## config.mk

```make
export PLATFORM = sky130hd
export DESIGN_NAME = sd_spi_mode_host_controller
export DESIGN_NICKNAME = d
export VERILOG_FILES = /design/src/sdspi_pkg.sv /design/src/sdspi_front.sv /design/src/sdspi_back.sv /design/src/sd_spi_mode_host_controller.sv
export SDC_FILE = /design/constraint.sdc
export NUM_CORES = 1
export LEC_CHECK = 0
export BUFFER_PORTS_ARGS = -buffer_cell sky130_fd_sc_hd__buf_2
export CORE_MARGIN = 1
export CORE_UTILIZATION = 60
export CTS_BUF_LIST = sky130_fd_sc_hd__clkbuf_2 sky130_fd_sc_hd__clkbuf_4 sky130_fd_sc_hd__clkbuf_8
export DETAILED_ROUTE_END_ITERATION = 8
export GPL_ROUTABILITY_DRIVEN = 0
export PLACE_DENSITY = 0.79
export SYNTH_ARGS = -nofsm -noshare
export SYNTH_HDL_FRONTEND = slang
export SYNTH_SLANG_ARGS = --single-unit
```

## constraint.sdc

```tcl
create_clock -name clk_i -period 14.5 [get_ports clk_i]
set_clock_uncertainty 0.05 [all_clocks]
set_input_delay 3.625 -clock clk_i [delete_from_list [all_inputs] [get_ports clk_i]]
set_output_delay 3.625 -clock clk_i [all_outputs]
set_load 0.05 [all_outputs]
```

## src/sdspi_pkg.sv

```systemverilog
package sdspi_pkg;
  localparam int unsigned BlockBytes = 512;
  localparam int unsigned DrainBytes = 514;
  localparam int unsigned QDepth = 2;

  localparam logic [2:0] OP_INIT = 3'd0;
  localparam logic [2:0] OP_READ = 3'd1;
  localparam logic [2:0] OP_WRITE = 3'd2;
  localparam logic [2:0] OP_HBYTE = 3'd3;
  localparam logic [2:0] OP_TICK = 3'd4;
  localparam logic [2:0] OP_RXBYTE = 3'd5;

  localparam logic [3:0] ERR_OK = 4'd0;
  localparam logic [3:0] ERR_CMD0 = 4'd1;
  localparam logic [3:0] ERR_CMD8 = 4'd2;
  localparam logic [3:0] ERR_ACMD41 = 4'd3;
  localparam logic [3:0] ERR_CMD58 = 4'd4;
  localparam logic [3:0] ERR_BLK0 = 4'd5;
  localparam logic [3:0] ERR_CMD24 = 4'd6;
  localparam logic [3:0] ERR_WRITE = 4'd7;
  localparam logic [3:0] ERR_WTIME = 4'd8;
  localparam logic [3:0] ERR_PROG = 4'd9;
  localparam logic [3:0] ERR_CMD17 = 4'd10;
  localparam logic [3:0] ERR_RTIME = 4'd11;
  localparam logic [3:0] ERR_RTOKEN = 4'd12;
  localparam logic [3:0] ERR_RANGE = 4'd13;

  localparam logic [1:0] REG_INIT_TO = 2'd0;
  localparam logic [1:0] REG_READ_TO = 2'd1;
  localparam logic [1:0] REG_WRITE_TO = 2'd2;
  localparam logic [1:0] REG_BUSY_TO = 2'd3;

  typedef struct packed {
    logic [2:0]  opcode;
    logic [31:0] block_number;
    logic [8:0]  start_offset;
    logic [9:0]  byte_count;
    logic [7:0]  data_byte;
  } item_t;

  typedef struct packed {
    logic       tx_valid;
    logic [7:0] tx_byte;
    logic       chip_select_n;
    logic       read_valid;
    logic [7:0] read_byte;
    logic       want_host_byte;
    logic       done_res;
    logic       success;
    logic [3:0] error_code;
    logic [1:0] card_kind;
  } res_t;
endpackage

```

## src/sdspi_front.sv

```systemverilog
module sdspi_front (
  input  logic                clk_i,
  input  logic                rst_ni,
  input  logic                in_valid_i,
  output logic                in_ready_o,
  input  sdspi_pkg::item_t    in_item_i,
  output logic                q_valid_o,
  input  logic                q_ready_i,
  output sdspi_pkg::item_t    q_item_o
);
  import sdspi_pkg::*;
  // two entry queue; opcodes 6 and 7 dropped here
  item_t mem_q [QDepth];
  logic wp_q, wp_d, rp_q, rp_d;
  logic [1:0] cnt_q, cnt_d;
  logic push, pop, keep;

  assign keep = (in_item_i.opcode <= OP_RXBYTE);
  assign in_ready_o = (cnt_q != 2'd2);
  assign push = in_valid_i && in_ready_o && keep;
  assign q_valid_o = (cnt_q != 2'd0);
  assign pop = q_valid_o && q_ready_i;
  assign q_item_o = mem_q[rp_q];

  always_comb begin
    wp_d = push ? ~wp_q : wp_q;
    rp_d = pop ? ~rp_q : rp_q;
    cnt_d = cnt_q + {1'b0, push} - {1'b0, pop};
  end

  always_ff @(posedge clk_i or negedge rst_ni) begin
    if (!rst_ni) begin
      wp_q <= 1'b0;
      rp_q <= 1'b0;
      cnt_q <= 2'd0;
    end else begin
      wp_q <= wp_d;
      rp_q <= rp_d;
      cnt_q <= cnt_d;
    end
  end

  always_ff @(posedge clk_i) begin
    if (push) mem_q[wp_q] <= in_item_i;
  end
endmodule

```

## src/sdspi_back.sv

```systemverilog
module sdspi_back (
  input  logic             clk_i,
  input  logic             rst_ni,
  input  logic             cfg_we_i,
  input  logic [1:0]       cfg_idx_i,
  input  logic [15:0]      cfg_data_i,
  input  logic             q_valid_i,
  output logic             q_ready_o,
  input  sdspi_pkg::item_t q_item_i,
  output logic             out_valid_o,
  input  logic             out_ready_i,
  output sdspi_pkg::res_t  out_res_o
);
  import sdspi_pkg::*;

  localparam logic [3:0] PH_IDLE = 4'd0;
  localparam logic [3:0] PH_DUMMY = 4'd1;
  localparam logic [3:0] PH_CBUSY = 4'd2;
  localparam logic [3:0] PH_FRAME = 4'd3;
  localparam logic [3:0] PH_RESP = 4'd4;
  localparam logic [3:0] PH_R7 = 4'd5;
  localparam logic [3:0] PH_OCR = 4'd6;
  localparam logic [3:0] PH_RTOKEN = 4'd7;
  localparam logic [3:0] PH_RDATA = 4'd8;
  localparam logic [3:0] PH_WTOKEN = 4'd9;
  localparam logic [3:0] PH_WWANT = 4'd10;
  localparam logic [3:0] PH_WDATA = 4'd11;
  localparam logic [3:0] PH_WCRC = 4'd12;
  localparam logic [3:0] PH_WSTAT = 4'd13;
  localparam logic [3:0] PH_WBUSY = 4'd14;
  localparam logic [3:0] PH_R2 = 4'd15;

  localparam logic [5:0] C0 = 6'd0, C8 = 6'd8, C13 = 6'd13, C17 = 6'd17;
  localparam logic [5:0] C24 = 6'd24, C41 = 6'd41, C55 = 6'd55, C58 = 6'd58;

  logic [15:0] to_init_q, to_read_q, to_write_q, to_busy_q;
  logic [3:0]  ph_q, ph_d;
  logic [9:0]  bc_q, bc_d, bc_inc;
  logic [7:0]  pc_q, pc_d;
  logic [15:0] el_q, el_d, bm_q, bm_d;
  logic [1:0]  ct_q, ct_d;
  logic [3:0]  er_q, er_d;
  logic [31:0] arg_q, arg_d, addr;
  logic [18:0] win_q, win_d;
  logic        cs_q, cs_d;
  logic [5:0]  cmd_q, cmd_d;
  logic        ov_q;
  res_t        res_q;
  logic        emit, txv, rv, want, done, ok;
  logic [7:0]  txb, rb, db;
  logic [10:0] rend;
  logic        go;

  assign q_ready_o = !ov_q || out_ready_i;
  assign go = q_valid_i && q_ready_o;
  assign out_valid_o = ov_q;
  assign out_res_o = res_q;
  assign db = q_item_i.data_byte;
  assign bc_inc = bc_q + 10'd1;
  assign addr = (ct_q == 2'd2) ? q_item_i.block_number : {q_item_i.block_number[22:0], 9'd0};
  // one bit wider so an oversized count cannot wrap past the range check
  assign rend = {2'b00, q_item_i.start_offset} + {1'b0, q_item_i.byte_count};

  function automatic logic [7:0] frame_b(input logic [2:0] i, input logic [5:0] c,
                                         input logic [31:0] a);
    logic [7:0] r;
    case (i)
      3'd0: r = {2'b01, c};
      3'd1: r = a[31:24];
      3'd2: r = a[23:16];
      3'd3: r = a[15:8];
      3'd4: r = a[7:0];
      default: r = (c == C0) ? 8'h95 : ((c == C8) ? 8'h87 : 8'hFF);
    endcase
    return r;
  endfunction

  always_comb begin
    ph_d = ph_q; bc_d = bc_q; pc_d = pc_q; el_d = el_q; bm_d = bm_q;
    ct_d = ct_q; er_d = er_q; arg_d = arg_q; win_d = win_q; cs_d = cs_q;
    cmd_d = cmd_q;
    emit = 1'b0; txv = 1'b0; txb = 8'h00; rv = 1'b0; rb = 8'h00;
    want = 1'b0; done = 1'b0; ok = 1'b0;
    if (go) begin
      case (q_item_i.opcode)
        OP_INIT: if (ph_q == PH_IDLE) begin
          er_d = ERR_OK; el_d = '0; cs_d = 1'b1; bc_d = '0; ph_d = PH_DUMMY;
          emit = 1'b1; txv = 1'b1; txb = 8'hFF;
        end
        OP_READ: if (ph_q == PH_IDLE) begin
          er_d = ERR_OK; emit = 1'b1;
          if (q_item_i.byte_count == 10'd0) begin
            done = 1'b1; ok = 1'b1;
          end else if (rend > 11'(BlockBytes)) begin
            er_d = ERR_RANGE; cs_d = 1'b1; done = 1'b1;
          end else begin
            win_d = {rend[9:0], q_item_i.start_offset};
            cmd_d = C17; arg_d = addr; cs_d = 1'b0; bm_d = '0; ph_d = PH_CBUSY;
            txv = 1'b1; txb = 8'hFF;
          end
        end
        OP_WRITE: if (ph_q == PH_IDLE) begin
          er_d = ERR_OK; emit = 1'b1;
          if (q_item_i.block_number == 32'd0) begin
            er_d = ERR_BLK0; cs_d = 1'b1; done = 1'b1;
          end else begin
            cmd_d = C24; arg_d = addr; cs_d = 1'b0; bm_d = '0; ph_d = PH_CBUSY;
            txv = 1'b1; txb = 8'hFF;
          end
        end
        OP_HBYTE: if (ph_q == PH_WWANT) begin
          ph_d = PH_WDATA; emit = 1'b1; txv = 1'b1; txb = db;
        end
        OP_TICK: if (ph_q != PH_IDLE) begin
          if (el_q != 16'hFFFF) el_d = el_q + 16'd1;
          if (bm_q != 16'hFFFF) bm_d = bm_q + 16'd1;
        end
        OP_RXBYTE: if (ph_q != PH_IDLE && ph_q != PH_WWANT) begin
          emit = 1'b1; txv = 1'b1; txb = 8'hFF;
          case (ph_q)
            PH_DUMMY: begin
              bc_d = bc_inc;
              if (bc_inc >= 10'd10) begin
                cmd_d = C0; arg_d = '0; cs_d = 1'b0; bm_d = '0; ph_d = PH_CBUSY;
              end
            end
            PH_CBUSY: if (!(db != 8'hFF && bm_q < to_busy_q)) begin
              ph_d = PH_FRAME; bc_d = '0; txb = frame_b(3'd0, cmd_q, arg_q);
            end
            PH_FRAME: begin
              bc_d = bc_inc;
              if (bc_inc < 10'd6) txb = frame_b(bc_inc[2:0], cmd_q, arg_q);
              else begin
                ph_d = PH_RESP; pc_d = '0;
              end
            end
            PH_RESP: begin
              if (db[7] && pc_q != 8'hFF) pc_d = pc_q + 8'd1;
              else begin
                // response handling per command
                ph_d = PH_CBUSY; cs_d = 1'b0; bm_d = '0; arg_d = '0;
                case (cmd_q)
                  C0: begin
                    if (db == 8'h01) begin
                      cmd_d = C8; arg_d = 32'h1AA;
                    end else if (el_q > to_init_q) begin
                      er_d = ERR_CMD0; txv = 1'b0; done = 1'b1;
                    end else cmd_d = C0;
                  end
                  C8: begin
                    if (db[2]) begin
                      ct_d = 2'd0; cmd_d = C55;
                    end else begin
                      ph_d = PH_R7; bc_d = '0; cs_d = cs_q; bm_d = bm_q; arg_d = arg_q;
                    end
                  end
                  C55: begin
                    cmd_d = C41; arg_d = (ct_q == 2'd1) ? 32'h40000000 : 32'd0;
                  end
                  C41: begin
                    if (db == 8'h00) begin
                      if (ct_q == 2'd1) cmd_d = C58;
                      else begin
                        txv = 1'b0; done = 1'b1; ok = 1'b1;
                      end
                    end else if (el_q > to_init_q) begin
                      er_d = ERR_ACMD41; txv = 1'b0; done = 1'b1;
                    end else cmd_d = C55;
                  end
                  C58: begin
                    if (db != 8'h00) begin
                      er_d = ERR_CMD58; txv = 1'b0; done = 1'b1;
                    end else begin
                      ph_d = PH_OCR; bc_d = '0; bm_d = bm_q; arg_d = arg_q;
                    end
                  end
                  C24: begin
                    bm_d = bm_q; arg_d = arg_q;
                    if (db != 8'h00) begin
                      er_d = ERR_CMD24; txv = 1'b0; done = 1'b1;
                    end else begin
                      ph_d = PH_WTOKEN; txb = 8'hFE;
                    end
                  end
                  C13: begin
                    bm_d = bm_q; arg_d = arg_q;
                    if (db != 8'h00) begin
                      er_d = ERR_PROG; txv = 1'b0; done = 1'b1;
                    end else ph_d = PH_R2;
                  end
                  default: begin
                    bm_d = bm_q; arg_d = arg_q;
                    if (db != 8'h00) begin
                      er_d = ERR_CMD17; txv = 1'b0; done = 1'b1;
                    end else begin
                      ph_d = PH_RTOKEN; el_d = '0;
                    end
                  end
                endcase
                if (done) begin
                  ph_d = PH_IDLE; cs_d = 1'b1; bm_d = bm_q; arg_d = arg_q;
                end
              end
            end
            PH_R7: begin
              bc_d = bc_inc;
              if (bc_inc >= 10'd4) begin
                if (db != 8'hAA) begin
                  er_d = ERR_CMD8; txv = 1'b0; done = 1'b1; ph_d = PH_IDLE; cs_d = 1'b1;
                end else begin
                  ct_d = 2'd1; cmd_d = C55; arg_d = '0; cs_d = 1'b0; bm_d = '0;
                  ph_d = PH_CBUSY;
                end
              end
            end
            PH_OCR: begin
              if (bc_q == 10'd0 && db[7:6] == 2'b11) ct_d = 2'd2;
              bc_d = bc_inc;
              if (bc_inc >= 10'd4) begin
                txv = 1'b0; done = 1'b1; ok = 1'b1; ph_d = PH_IDLE; cs_d = 1'b1;
              end
            end
            PH_RTOKEN: begin
              if (db == 8'hFF) begin
                if (el_q > to_read_q) begin
                  er_d = ERR_RTIME; txv = 1'b0; done = 1'b1; ph_d = PH_IDLE; cs_d = 1'b1;
                end
              end else if (db != 8'hFE) begin
                er_d = ERR_RTOKEN; txv = 1'b0; done = 1'b1; ph_d = PH_IDLE; cs_d = 1'b1;
              end else begin
                ph_d = PH_RDATA; bc_d = '0;
              end
            end
            PH_RDATA: begin
              rv = (bc_q >= {1'b0, win_q[8:0]}) && (bc_q < win_q[18:9]);
              rb = db;
              bc_d = bc_inc;
              if (bc_inc >= 10'(DrainBytes)) begin
                txv = 1'b0; done = 1'b1; ok = 1'b1; ph_d = PH_IDLE; cs_d = 1'b1;
              end
            end
            PH_WTOKEN: begin
              ph_d = PH_WWANT; bc_d = '0; txv = 1'b0; want = 1'b1;
            end
            PH_WDATA: begin
              bc_d = bc_inc;
              if (bc_inc < 10'(BlockBytes)) begin
                ph_d = PH_WWANT; txv = 1'b0; want = 1'b1;
              end else begin
                ph_d = PH_WCRC; bc_d = '0;
              end
            end
            PH_WCRC: begin
              bc_d = bc_inc;
              if (bc_inc >= 10'd2) ph_d = PH_WSTAT;
            end
            PH_WSTAT: begin
              if (db[4:0] != 5'h05) begin
                er_d = ERR_WRITE; txv = 1'b0; done = 1'b1; ph_d = PH_IDLE; cs_d = 1'b1;
              end else begin
                ph_d = PH_WBUSY; bm_d = '0;
              end
            end
            PH_WBUSY: begin
              if (db == 8'hFF) begin
                cmd_d = C13; arg_d = '0; cs_d = 1'b0; bm_d = '0; ph_d = PH_CBUSY;
              end else if (bm_q >= to_write_q) begin
                er_d = ERR_WTIME; txv = 1'b0; done = 1'b1; ph_d = PH_IDLE; cs_d = 1'b1;
              end
            end
            default: begin
              if (db != 8'h00) begin
                er_d = ERR_PROG; txv = 1'b0; done = 1'b1;
              end else begin
                txv = 1'b0; done = 1'b1; ok = 1'b1;
              end
              ph_d = PH_IDLE; cs_d = 1'b1;
            end
          endcase
          if (!txv) txb = 8'h00;
        end
        default: ;
      endcase
    end
  end

  always_ff @(posedge clk_i or negedge rst_ni) begin
    if (!rst_ni) begin
      to_init_q <= 16'd2000; to_read_q <= 16'd300;
      to_write_q <= 16'd600; to_busy_q <= 16'd300;
      ph_q <= PH_IDLE; bc_q <= '0; pc_q <= '0; el_q <= '0; bm_q <= '0;
      ct_q <= '0; er_q <= ERR_OK; arg_q <= '0; win_q <= '0; cs_q <= 1'b1;
      cmd_q <= C0; ov_q <= 1'b0;
    end else begin
      if (cfg_we_i) begin
        case (cfg_idx_i)
          REG_INIT_TO: to_init_q <= cfg_data_i;
          REG_READ_TO: to_read_q <= cfg_data_i;
          REG_WRITE_TO: to_write_q <= cfg_data_i;
          REG_BUSY_TO: to_busy_q <= cfg_data_i;
          default: ;
        endcase
      end
      ph_q <= ph_d; bc_q <= bc_d; pc_q <= pc_d; el_q <= el_d; bm_q <= bm_d;
      ct_q <= ct_d; er_q <= er_d; arg_q <= arg_d; win_q <= win_d; cs_q <= cs_d;
      cmd_q <= cmd_d;
      if (go) ov_q <= emit;
      else if (out_ready_i) ov_q <= 1'b0;
    end
  end

  always_ff @(posedge clk_i) begin
    if (go && emit) begin
      res_q <= '{tx_valid: txv, tx_byte: txb, chip_select_n: cs_d, read_valid: rv,
                 read_byte: rv ? rb : 8'h00, want_host_byte: want, done_res: done,
                 success: ok, error_code: er_d, card_kind: ct_d};
    end
  end
endmodule

```

## src/sd_spi_mode_host_controller.sv

```systemverilog
// SD card host in SPI mode, driven by one event word at a time (init, read,
// write, host write byte, millisecond tick, received SPI byte). Each event
// yields at most one result word. A two-word queue decouples the event input
// from the sequencer, which handles one event per clock; results sit in an
// output register, so one event per cycle is sustained while out_ready_i is
// high. Users write timeout limits (cfg_we_i) only when idle; not enforced.
module sd_spi_mode_host_controller (
  input  logic        clk_i,
  input  logic        rst_ni,
  input  logic        cfg_we_i,
  input  logic [1:0]  cfg_idx_i,
  input  logic [15:0] cfg_data_i,
  input  logic        in_valid_i,
  output logic        in_ready_o,
  input  logic [2:0]  opcode_i,
  input  logic [31:0] block_number_i,
  input  logic [8:0]  start_offset_i,
  input  logic [9:0]  byte_count_i,
  input  logic [7:0]  data_byte_i,
  output logic        out_valid_o,
  input  logic        out_ready_i,
  output logic        tx_valid_o,
  output logic [7:0]  tx_byte_o,
  output logic        chip_select_n_o,
  output logic        read_valid_o,
  output logic [7:0]  read_byte_o,
  output logic        want_host_byte_o,
  output logic        done_res_o,
  output logic        success_o,
  output logic [3:0]  error_code_o,
  output logic [1:0]  card_kind_o,
  output logic        last_o
);
  import sdspi_pkg::*;
  item_t in_item, q_item;
  res_t res;
  logic q_valid, q_ready;

  assign in_item = '{opcode: opcode_i, block_number: block_number_i,
                     start_offset: start_offset_i, byte_count: byte_count_i,
                     data_byte: data_byte_i};

  sdspi_front u_front (
    .clk_i, .rst_ni, .in_valid_i, .in_ready_o, .in_item_i(in_item),
    .q_valid_o(q_valid), .q_ready_i(q_ready), .q_item_o(q_item)
  );

  sdspi_back u_back (
    .clk_i, .rst_ni, .cfg_we_i, .cfg_idx_i, .cfg_data_i,
    .q_valid_i(q_valid), .q_ready_o(q_ready), .q_item_i(q_item),
    .out_valid_o, .out_ready_i, .out_res_o(res)
  );

  assign tx_valid_o = res.tx_valid;
  assign tx_byte_o = res.tx_byte;
  assign chip_select_n_o = res.chip_select_n;
  assign read_valid_o = res.read_valid;
  assign read_byte_o = res.read_byte;
  assign want_host_byte_o = res.want_host_byte;
  assign done_res_o = res.done_res;
  assign success_o = res.success;
  assign error_code_o = res.error_code;
  assign card_kind_o = res.card_kind;
  assign last_o = 1'b1;
endmodule

```

==> summary.md, run 1 <==
| Metric | Value |
|---|---|
| Outcome | `finished with violations` |
| Failing checks | `design-rule violations` |
| Max Cap Viol | `0` |
| Post-synth top area share | `23.0%` |
| Ports | `116` |
| Ant diodes | `0` |
| Clock power share | `22.9%` |
| Worst vdd ir | `0.105 mV` |
| Register area share after synthesis | `46.6%` |
| CTS Buf Count | `55` |
| Via/cell ratio | `6.60` |
| FMAX | `171 MHz` |
| Measured slew at the worst slew-check pin | `1.12 ns` |
| Vias | `16500` |
| Layout net count | `2199` |
| Reg2reg setup slack | `8.87 ns` |
| Most common cell after layout, fill and taps aside | `dfrtp_1` |
| Die width | `184 microns` |
| DR WL/cell | `21.4 microns` |
| Total nets after synthesis | `2096` |
| Routed WL | `53500 microns` |
| Die H | `184 microns` |
| Sequential share of power | `35.9%` |
| Distinct cells, synth | `93` |
| Total grt overflow | `0` |
| Min-Delay Endpoint | `u_back.win_q[17]` |
| Final hold violation count | `0` |
| Setup ws final | `8.67 ns` |
| CTS clock-pin slew for the worst setup and hold paths | `0.06 ns` |
| Crit-path cells | `buf_2, nand2b_1, o21ai_1, a21oi_1, nand2_1, a2111o_1, nor4_4, buf_4, mux2_2` |
| Cell internal pwr | `2.34 mW` |
| Hold Path Depth | `2` |
| Most used flip-flop cell after synthesis | `dfrtp_1` |
| Final Cycle Share | `40.2%` |
| R2R Path Start | `u_front.rp_q` |
| Critical R2R Capture | `u_back.arg_q[8]` |
| Worst hold path type | `reg2reg` |
| CTS resizes | `0` |
| PwrDens | `178 mW/mm^2` |
| Post-synth ARST share | `55.2%` |
| Startpoint types | `input pin` |
| Yosys warnings | `0` |
| Clk sinks | `339` |
| Crit Path Max Fanout | `38` |
| Place WS | `8.10 ns` |
| FP Rows | `66` |
| Static Leakage | `9.10 nW` |
| HP Start | `u_back.win_q[17]` |
| Synthesized area | `0.0199 sq mm` |
| Area contributors post-synth | `edfxtp_1, dfrtp_1, ha_1` |
| Root Buffer | `clkbuf_8` |
| Overall Power | `3.92 mW` |
| GRT Util Overall | `31.9%` |
| Worst Path Arrival | `6.28 ns` |
| NetSw | `1.58 mW` |
| Core area | `0.0325 sq mm` |
| CP delay by family, top | `compound AO/OA/AOI/OAI gates` |
| Setup TNS | `0 ns` |
| First-pass GRT wire length | `84200 microns` |
| Vias in the first global route | `15700` |
| Syn-to-layout area delta | `10.7%` |
| EDFF count, synth | `152` |
| Slew HR | `24.9%` |
| H-tree levels | `2` |
| Worst Setup Path Type | `in2reg` |
| CP max stage cell | `a2111o_1` |
| Setup violators final | `0` |
| Clk_lat worst skew | `0.63 ns` |
| Crit. End Element | `flop` |
| Initial Util | `61.1%` |
| IO Port Bufs | `114` |
| Die ar. | `0.0339 sq mm` |
| Largest area contributor in the synthesized netlist | `edfxtp_1` |
| Register bit total from synthesis | `339` |
| Combinational group share of total power | `41.2%` |
| Slew Viols, Final | `0` |
| Post-route ant nets | `0` |
| 1st-pass router iterations | `9` |
| Post-Synthesis Cells | `1910` |
| Largest net degree at the start of global routing | `117` |
| Worst reg2reg path depth | `13` |
| Min cycle time layout | `5.83 ns` |
| Antenna violations before repair | `0` |
| Syn avg cell area | `10.4 sq um` |
| Post-CTS setup buffer count | `0` |
| DP HPWL | `38700 microns` |
| CP bufs+invs | `2` |
| Worst EP required | `14.94 ns` |
| CTS tree | `yes` |
| Iteration-0 DRC Markers | `1993` |
| Clock buffer depth | `3` |
| Net Sw Frac | `40.3%` |
| CP max stage delay | `0.60 ns` |
| Layout cells sized above 1 | `19.9%` |
| Commonest non-fill, non-tap cells in the layout | `dfrtp_1, edfxtp_1, nand2_1` |
| # DRC | `193` |
| Hold Buf Count CTS | `0` |
| Setup repair after global routing missed its margin | `false` |
[sequential cells by signal, summed over array words and instances (netlist names), 2 cells and up]
name and count:
u_front.mem_q 124, u_back.arg_q 32, u_back.out_res_o 28, u_back.win_q 19, u_back.bm_q 16, u_back.el_q 16
u_back.to_busy_q 16, u_back.to_init_q 16, u_back.to_read_q 16, u_back.to_write_q 16, u_back.bc_q 10, u_back.pc_q 8
u_back.cmd_q 6, u_back.er_q 4, u_back.ph_q 4, u_back.ct_q 2, u_front.cnt_q 2
[synth_stat cells, types with 12 or more instances]
library cell / count
a211oi_1: 28
a21o_1: 19
a21oi_1: 84
a22oi_1: 15
a31oi_1: 26
and2_1: 16
and3_1: 25
clkbuf_1: 61
dfrtp_1: 168
dfstp_2: 19
edfxtp_1: 152
ha_1: 100
inv_1: 122
mux2_2: 107
mux2i_1: 39
mux4_2: 19
nand2_1: 150
nand2b_1: 24
nand3_1: 65
nand4_1: 28
nor2_1: 128
nor2b_1: 16
nor3_1: 40
nor4_1: 26
o211ai_1: 14
o21ai_0: 136
o31a_1: 12
o31ai_1: 25
[final cells by class]
class,instances,area [sq um]
Clock buffer,85,1030
Clock inverter,18,173
Fill cell,2460,10500
Inverter,122,458
Multi-Input combinational cell,1360,9780
Sequential cell,339,9270
Tap cell,442,553
Timing Repair Buffer,135,737
[cells by family after synthesis]
kind of cell	share of synthesized area, %
xor gates and xnor gates	0.837
buffers and inverters	4.35
AOI/OAI and AO/OA	16.7
other	0.0189
and+or+nand+nor	14.8
muxes	10.3
DFF	46.6
adders and majority gates	6.40
[tightest hold or removal path: stages (launching register included)]
cell,delay [ns]
dfrtp_1,0.34
nand2_1,0.05
o21ai_0,0.06
[power by group through the flow]
stage	Combinational, mW	Sequential (mW)	Clock [mW]
global route	1.73	1.43	0.953
CTS	1.57	1.40	0.910
detailed placement	1.56	1.42	0
finish	1.61	1.41	0.898
floorplan	1.16	1.39	0
global placement	1.51	1.41	0
[stage by stage]
stage	instance area (sq um)	hold WS (ns)	utilization, %	cells
floorplan	19900	0.399	-	1910
global placement	20800	0.412	63.9	2398
detailed placement	20800	0.418	63.9	2398
CTS	22000	0.433	67.6	2501
global route	22000	0.467	67.6	2501
finish	22000	0.429	67.6	2501
[how the worst max path moves through the flow]
stage,from,end,slack (ns),cells after the start
after floorplan,opcode_i[2],u_front.mem_q[0][0],7.53,3
after global placement,out_ready_i,u_back.arg_q[6],8.15,9
after detailed placement,out_ready_i,u_back.arg_q[8],8.10,9
after CTS,out_ready_i,u_back.arg_q[8],8.75,9
after global routing,out_ready_i,u_back.arg_q[8],8.58,9
final,out_ready_i,u_back.arg_q[8],8.67,9
[per-layer routing]
layer | global-route usage (%) | share of wire, %
met3 | 7.11 | 9.9
met1 | 43.4 | 41
met4 | 14.2 | 5.0
met2 | 48.9 | 45
met5 | 0 | 0
No activity file was read; power rests on OpenSTA's default activity.
==> inputs of run 2 (changes only) <==
--- a/config.mk
+++ b/config.mk
@@ -7,7 +7,7 @@
 export LEC_CHECK = 0
 export BUFFER_PORTS_ARGS = -buffer_cell sky130_fd_sc_hd__buf_2
 export CORE_MARGIN = 1
-export CORE_UTILIZATION = 60
+export CORE_UTILIZATION = 58
 export CTS_BUF_LIST = sky130_fd_sc_hd__clkbuf_2 sky130_fd_sc_hd__clkbuf_4 sky130_fd_sc_hd__clkbuf_8
 export DETAILED_ROUTE_END_ITERATION = 8
 export GPL_ROUTABILITY_DRIVEN = 0
==> constraint.sdc (replaced) <==
create_clock -name clk_i -period 5.3 [get_ports clk_i]
set_clock_uncertainty 0.05 [all_clocks]
set_input_delay 1.325 -clock clk_i [delete_from_list [all_inputs] [get_ports clk_i]]
set_output_delay 1.325 -clock clk_i [all_outputs]
set_load 0.05 [all_outputs]
==> summary.md, run 2 (synthesis results as in run 1) <==
| Metric | Value |
|---|---|
| CTS tree | `yes` |
| Post-CTS setup buffer count | `0 (unchanged)` |
| Antenna violations before repair | `0 (unchanged)` |
| Worst Path Arrival | `5.25 ns (-1.03 ns)` |
| Final hold violation count | `0 (unchanged)` |
| Max Cap Viol | `0 (unchanged)` |
| Total grt overflow | `0 (unchanged)` |
| FP Rows | `67 (+1.5%)` |
| Routed WL | `54500 microns (+2.0%)` |
| Crit-path cells | `mux2_2, ha_1, fa_1, a21o_1, a221oi_4, nand3b_1, a211oi_2, a31oi_1, a2111o_1, nor4_4, buf_4, buf_4, mux2i_1` |
| IO Port Bufs | `114 (unchanged)` |
| Static Leakage | `9.21 nW (+1.1%)` |
| Reg2reg setup slack | `0.56 ns (-8.31 ns)` |
| Sequential share of power | `35.3% (-0.6 points)` |
| H-tree levels | `2 (unchanged)` |
| # DRC | `0 (-100%)` |
| Worst EP required | `5.81 ns (-9.13 ns)` |
| Max reg flops | `124 (unchanged)` |
| Crit path top cell by count | `buf_4` |
| FMAX | `211 MHz` |
| Min cycle time layout | `4.74 ns` |
| Met3 wire len | `5370 microns (+0.98%)` |
| Largest net degree at the start of global routing | `90 (-23%)` |
| Crit path from | `u_front.rp_q` |
| Cell internal pwr | `6.57 mW (+180%)` |
| Net Sw Frac | `40.1% (-0.16 points)` |
| Critical R2R Capture | `u_back.arg_q[29]` |
| Hold Buf Count CTS | `0 (unchanged)` |
| Layout cells sized above 1 | `20.3% (+0.43 points)` |
| PwrDens | `495 mW/mm^2 (+180%)` |
| Iteration-0 DRC Markers | `1929 (-3.2%)` |
| Crit. End Element | `flop` |
| Place WS | `0.597 ns (-7.50 ns)` |
| DRT met1 WL | `22100 microns (+1.9%)` |
| NetSw | `4.41 mW (+180%)` |
| CP Capture Point | `u_back.arg_q[29]` |
| Overall Power | `11.0 mW (+180%)` |
| Ant diodes | `0 (unchanged)` |
| Die H | `187 microns (+1.7%)` |
| Clk_lat worst skew | `0.69 ns (+0.06 ns)` |
| Initial Util | `59.1% (-2.0 points)` |
| Slew Viols, Final | `0 (unchanged)` |
| Post-route ant nets | `0 (unchanged)` |
| Clk sinks | `339 (unchanged)` |
| Final Cycle Share | `89.5%` |
| Setup violators final | `0 (unchanged)` |
| CP max stage delay | `0.61 ns (about the same)` |
| Vias in the first global route | `16000 (+1.7%)` |
| DP HPWL | `39300 microns (+1.6%)` |
| Worst Setup Path Type | `reg2reg` |
| Largest reg by FF count | `u_front.mem_q` |
| Outcome | `completed` |
| CP max stage cell | `dfrtp_4` |
| DR WL/cell | `21.6 microns (+1.1%)` |
| Worst vdd ir | `0.496 mV (+370%)` |
| Commonest non-fill, non-tap cells in the layout | `dfrtp_1, edfxtp_1, nand2_1` |
| Uppermost layer routed | `met4` |
| Ports | `116 (unchanged)` |
| Most common cell after layout, fill and taps aside | `dfrtp_1` |
| Fillers | `2541 (+3.3%)` |
| CTS resizes | `0 (unchanged)` |
| First-pass GRT wire length | `86800 microns (+3.1%)` |
| Core area | `0.0336 sq mm (+3.3%)` |
| 1st-pass router iterations | `9 (unchanged)` |
| Worst hold path type | `reg2reg` |
| Setup TNS | `0 ns (unchanged)` |
| Clock buffer depth | `3 (unchanged)` |
| Slew HR | `18.5% (-6.4 points)` |
| Clock power share | `23.8% (+0.9 points)` |
| Setup repair after global routing missed its margin | `false` |
| Layout net count | `2213 (+0.64%)` |
| CTS Buf Count | `56 (+1.8%)` |
| Worst reg2reg path depth | `13 (unchanged)` |
| Combinational group share of total power | `41.0% (-0.2 points)` |
| Measured slew at the worst slew-check pin | `1.21 ns (+0.0957 ns)` |
| Vias | `16700 (+1.3%)` |
| Startpoint types | `flop` |
| CTS clock-pin slew for the worst setup and hold paths | `0.07 ns (about the same)` |
| R2R Path Start | `u_front.rp_q` |
| Syn-to-layout area delta | `11.7%` |
| Met2 routed WL | `24500 microns (+2.7%)` |
| Setup ws final | `0.557 ns (-8.11 ns)` |
| Die ar. | `0.0350 sq mm (+3.4%)` |
| Die width | `187 microns (+1.7%)` |
| Crit Path Max Fanout | `27 (-29%)` |
| GRT Util Overall | `31.3% (-0.54 points)` |
| Root Buffer | `clkbuf_8` |
| Via/cell ratio | `6.63 (+0.45%)` |
[run 2: changes by cell type in the layout (fill, tap and decap cells not counted), moves of 2 or more]
cell | previous run | this run
clkinv_1 | 6 | 9
clkbuf_8 | 64 | 66
clkbuf_4 | 22 | 13
buf_4 | 21 | 34
clkinv_2 | 6 | 8
bufinv_16 | 3 | 6
[run 2: area by class of cell]
class	instances	area, sq um	share of cell area [%]
timing repair buffer	148	835	3.76
multi-input combinational	1360	9790	44.1
inverter	122	458	2.06
clock inverter	27	297	1.34
tap	448	561	2.52
sequential	339	9270	41.8
clock buffer	78	992	4.47
[run 2: critical path: cells and delay by family, from the launching register on]
kind	cells	cell delay (ns)
and+or+nand+nor	2	0.49
muxes	2	0.61
buffers and inverters	2	0.64
AOI/OAI and AO/OA	5	1.56
DFF	1	0.61
adders and majority gates	2	0.66
[run 2: routing by layer]
metal | track usage, % | up-vias
met5 | 0 | -
met1 | 41.9 | 8006
met3 | 8.16 | 255
met4 | 13.7 | 0
met2 | 48.3 | 1019
li1 | - | 7449
[run 2: worst min path at each step]
stage	startpoint	end	slack (ns)	cells after the start
detailed placement	u_back.win_q[13]	u_back.win_q[13]	0.42	2
global route	u_back.win_q[14]	u_back.win_q[14]	0.47	2
finish	u_back.win_q[13]	u_back.win_q[13]	0.43	2
CTS	u_back.win_q[13]	u_back.win_q[13]	0.44	2
floorplan	u_back.win_q[12]	u_back.win_q[12]	0.40	2
global placement	u_back.win_q[13]	u_back.win_q[13]	0.41	2
[run 2: stage by stage]
step,area [sq um],hold WS [ns],utilization (%),std cells
after global routing,22200,0.468,66.0,2522
after detailed placement,20900,0.424,62.2,2417
after global placement,20900,0.410,62.2,2417
after floorplan,19900,0.399,-,1910
final,22200,0.432,66.0,2522
after CTS,22200,0.439,66.0,2522
[run 2: power groups by stage]
stage | sequential [mW] | combinational, mW | clock (mW)
after floorplan | 3.81 | 3.20 | 0
after global placement | 3.87 | 4.21 | 0
after detailed placement | 3.89 | 4.33 | 0
after CTS | 3.85 | 4.36 | 2.65
after global routing | 3.92 | 4.81 | 2.77
final | 3.87 | 4.50 | 2.61
